==> config.mk <==
export PLATFORM = sky130hd
export DESIGN_NAME = lrcr_ctrl
export DESIGN_NICKNAME = d
export VERILOG_FILES = /design/src/design/lrcr_pkg.sv /design/src/design/lrcr_ctrl.sv
export SDC_FILE = /design/constraint.sdc
export NUM_CORES = 1
export LEC_CHECK = 0
export ABC_AREA = 1
export CAP_MARGIN = 10
export CORE_AREA = 5 5 42 44
export CTS_BUF_LIST = sky130_fd_sc_hd__clkbuf_8
export DETAILED_ROUTE_END_ITERATION = 10
export DIE_AREA = 0 0 47 49
export DONT_BUFFER_PORTS = 1
export PLACE_DENSITY = 0.43
export RECOVER_POWER = 25
export SYNTH_ARGS = -nofsm -noshare
export SYNTH_HDL_FRONTEND = slang
export SYNTH_SLANG_ARGS = --single-unit
==> constraint.sdc <==
create_clock -name aclk -period 2.7 [get_ports aclk]
set_input_delay 0.405 -clock aclk [delete_from_list [all_inputs] [get_ports aclk]]
set_output_delay 0.405 -clock aclk [all_outputs]
set_load 0.02 [all_outputs]
==> src/design/lrcr_pkg.sv <==
// shared types, codes and defaults for the range copy remap block
package lrcr_pkg;

    localparam int TABLE_DEPTH_DEF = 1024;
    localparam int FIELD_W         = 11;
    localparam int WORD_W          = 32;
    localparam int OP_W            = 2;
    localparam int S_TDATA_W       = 72;
    localparam int M_TDATA_W       = 32;

    localparam logic [OP_W-1:0] OP_LOAD_SRC = 2'd0;
    localparam logic [OP_W-1:0] OP_LOAD_DST = 2'd1;
    localparam logic [OP_W-1:0] OP_COPY     = 2'd2;
    localparam logic [OP_W-1:0] OP_QUERY    = 2'd3;

    typedef enum logic [2:0] {
        ST_CLEAR,
        ST_IDLE,
        ST_REDUCE,
        ST_COPY,
        ST_QTAG,
        ST_QSEL,
        ST_QDATA
    } state_t;

    typedef struct packed {
        logic capture;
        logic load_src;
        logic load_dst;
        logic clr_step;
        logic reduce;
        logic copy_step;
        logic rd_tag;
        logic rd_data;
        logic load_out;
    } cmd_t;

    typedef struct packed {
        logic in_range;
        logic len_zero;
        logic clr_done;
        logic reduce_done;
        logic copy_done;
    } status_t;

endpackage

==> src/design/lrcr_ctrl.sv <==
// controller state machine for load, copy and query sequencing
module lrcr_ctrl (
    input  logic                        aclk,
    input  logic                        aresetn,
    input  logic                        s_tvalid,
    output logic                        s_tready,
    input  logic [lrcr_pkg::OP_W-1:0]   s_op,
    output logic                        m_tvalid,
    input  logic                        m_tready,
    input  lrcr_pkg::status_t           status,
    output lrcr_pkg::cmd_t              cmd
);

    lrcr_pkg::state_t state_reg, state_next;
    logic out_valid_reg, out_valid_next;
    logic accept;

    always_ff @(posedge aclk) begin
        if (!aresetn) begin
            state_reg     <= lrcr_pkg::ST_CLEAR;
            out_valid_reg <= 1'b0;
        end else begin
            state_reg     <= state_next;
            out_valid_reg <= out_valid_next;
        end
    end

    assign s_tready = (state_reg == lrcr_pkg::ST_IDLE);
    assign accept   = s_tready && s_tvalid;
    assign m_tvalid = out_valid_reg;

    always_comb begin
        state_next = state_reg;
        cmd        = '0;
        case (state_reg)
            lrcr_pkg::ST_CLEAR: begin
                cmd.clr_step = 1'b1;
                if (status.clr_done) begin
                    state_next = lrcr_pkg::ST_IDLE;
                end
            end
            lrcr_pkg::ST_IDLE: begin
                if (accept) begin
                    cmd.capture = 1'b1;
                    case (s_op)
                        lrcr_pkg::OP_LOAD_SRC: cmd.load_src = status.in_range;
                        lrcr_pkg::OP_LOAD_DST: cmd.load_dst = status.in_range;
                        lrcr_pkg::OP_COPY: begin
                            if (status.in_range && !status.len_zero) begin
                                state_next = lrcr_pkg::ST_REDUCE;
                            end
                        end
                        lrcr_pkg::OP_QUERY: begin
                            state_next = status.in_range ? lrcr_pkg::ST_QTAG
                                                         : lrcr_pkg::ST_QDATA;
                        end
                        default: state_next = lrcr_pkg::ST_IDLE;
                    endcase
                end
            end
            lrcr_pkg::ST_REDUCE: begin
                // bring the source start below the table depth
                if (status.reduce_done) begin
                    state_next = lrcr_pkg::ST_COPY;
                end else begin
                    cmd.reduce = 1'b1;
                end
            end
            lrcr_pkg::ST_COPY: begin
                cmd.copy_step = 1'b1;
                if (status.copy_done) begin
                    state_next = lrcr_pkg::ST_IDLE;
                end
            end
            lrcr_pkg::ST_QTAG: begin
                cmd.rd_tag = 1'b1;
                state_next = lrcr_pkg::ST_QSEL;
            end
            lrcr_pkg::ST_QSEL: begin
                cmd.rd_data = 1'b1;
                state_next  = lrcr_pkg::ST_QDATA;
            end
            lrcr_pkg::ST_QDATA: begin
                if (!out_valid_reg || m_tready) begin
                    cmd.load_out = 1'b1;
                    state_next   = lrcr_pkg::ST_IDLE;
                end
            end
            default: state_next = lrcr_pkg::ST_IDLE;
        endcase
    end

    always_comb begin
        if (cmd.load_out) begin
            out_valid_next = 1'b1;
        end else if (m_tready) begin
            out_valid_next = 1'b0;
        end else begin
            out_valid_next = out_valid_reg;
        end
    end

endmodule

==> run summary <==
die area = 2300 sq um
Top Family by Delay on Critical Path = simple AND/OR/NAND/NOR gates
Clock Skew = 0.000864 ns
Final Slew Violations = 0
Starting Density = 27.5%
Chip Height = 49 microns
CTS Hold Buffers Added = 0
Post-route DRC = 0
first-pass GRT wire length = 1500 microns
max reg flops = 3
core area = 1400 sq um
CTS tree = done
leading cell type in the layout, fill and taps excluded = inv_1
sequential fraction of the synthesis area = 20.8%
Post-Synthesis Cell Area = 385 sq um
later-pin clock latency in the skew report = 0.22 ns
most frequent cells in the layout = inv_1, nor2_1, nand2_1, nand3_1
vias in the first global route = 357
io pins = 22
htree depth = 1
Worst Setup Start Kind = flip-flop
total power draw = 0.000484 W
hpwl dp = 735 microns
share of layout cells above drive strength 1 = 19.4%
syn nets = 73
CTS resizes = 0
leakage power = 0.202 nW
VDD IR max = 365 uV
# clock sinks = 4
top post-synthesis cells by area = dfxtp_1, inv_1, nor2_4, nor2_1, nand2_1
Synth-to-Final Area Change = 8.77%
IO buf count = 0
CTS clk-pin slew, worst paths = 0.03 ns
worst hold-check path type = in -> reg
Arr. time, crit path = 1.80 ns
row cnt = 14
library cells used by synthesis = 18
largest net degree at the start of global routing = 10
vias post-DR = 379
Post-CTS Setup Bufs = 0
Setup TNS = 0 ns
fin crit share = 81.8%
FMAX = 453 MHz
CTS Buf Count = 3
routability congestion estimate = 0.677
Clock Path Buffers = 2
worst path required time = 2.30 ns
Avg Cell Area, Syn = 6.22 sq um
Buf/Inv on CP = 2
Min Clock Period, post-route = 2.21 ns
final hold vios = 0
clock root buffer = clkbuf_8
routed wire length = 910 microns
crit-path cells = inv_1, nor2_4, inv_1, nor2_4, nand2_1, nor3_1
CP endpoint kind = output port
Crit-path slowest cell = nor3_1
Power Density = 1150 nW/um^2
Tot GR Track Use = 9.00%
Max Cap Violations = 0
nets = 75
outcome = completed
ANT cells = 0
register bit total from synthesis = 4
post-synth top area share = 20.8%
GRT overflow = 0
Avg WL per Cell = 11.7 microns
Pre-Repair DR Iteration Count = 3
Horiz. Die Dim = 47 microns
drt via density = 4.86
initial DRC count = 6
Crit Path Max Fanout = 8
max incr delay on CP = 0.50 ns
WS Path Type = reg -> out
largest area contributor in the netlist = dfxtp_1
initial antenna violation count = 0
RSZ-0062 raised after global routing = false
actual slew at the worst max-slew pin = 0.683 ns
Mapped Cells = 62
post-detailed-route count of antenna-violating nets = 0
relative slew slack = 54.1%
Synthesis Warnings = 0
setup violators final = 0
[where the power goes]
group	internal, W	switching [W]	total, W	leakage [nW]
Clock	0.0000950	0.0000307	0.000126	0.0216
Combinational	0.0000737	0.000164	0.000238	0.147
Sequential	0.0000783	0.0000417	0.000120	0.0330
Total	0.000247	0.000237	0.000484	0.202
[per-stage QoR]
step                instance area, sq um  hold slack [ns]  utilization (%)  worst slack, ns  cells
global placement                     383            0.535             27.3            0.679     75
floorplan                            385            0.526                -            0.877     62
detailed placement                   383            0.530             27.3            0.689     75
CTS                                  424            0.305             30.3            0.456     78
finish                               419            0.308             29.9            0.493     78
global route                         419            0.306             29.9            0.284     78
[cell type report]
| type | instances | area [sq um] |
|---|---|---|
| flip-flops and latches | 4 | 80.1 |
| well taps | 16 | 20.0 |
| clock buffers | 3 | 41.3 |
| fillers | 171 | 982 |
| multi-input cells | 43 | 233 |
| inverters | 12 | 45.0 |
[kinds of logic (layout without fill, tap and decap cells)]
kind of cell | after synthesis | count (layout) | synth area share [%]
AOI/OAI and AO/OA | 9 | 9 | 13.6
buffers and inverters | 15 | 15 | 17.5
DFF | 4 | 4 | 20.8
and+or+nand+nor | 34 | 34 | 48.1
[synth_stat cells]
library cell  count
a31oi_1           1
nor2_4            3
o21ai_0           1
dfxtp_1           4
a21oi_1           5
inv_2             1
o21ai_2           1
or2_2             1
nand4_1           1
inv_1            11
nand2_2           2
nand3_1           5
nor3_1            5
nand3_2           2
nand2_1           7
a21boi_0          1
nor2_1            8
buf_4             3
[routing by layer]
metal	track usage [%]	up-vias	wire length, microns
met1	11.2	164	422
li1	-	197	-
met4	2.76	0	0
met3	7.01	0	93
met5	0	-	0
met2	11.8	18	394
[path summary, 6_finish.rpt]
kind,start,to,slack (ns),cells past startpoint
setup / recovery,state_reg[0]$_SDFFE_PN0P_,cmd[7],0.49,6
hold / removal,aresetn,state_reg[0]$_SDFFE_PN0P_,0.31,2
setup reg to reg,state_reg[1]$_SDFFE_PN0P_,state_reg[2]$_SDFFE_PN0P_,1.16,7
hold reg to reg,state_reg[0]$_SDFFE_PN0P_,state_reg[0]$_SDFFE_PN0P_,0.59,2
Power figures use the tool's default switching activity.
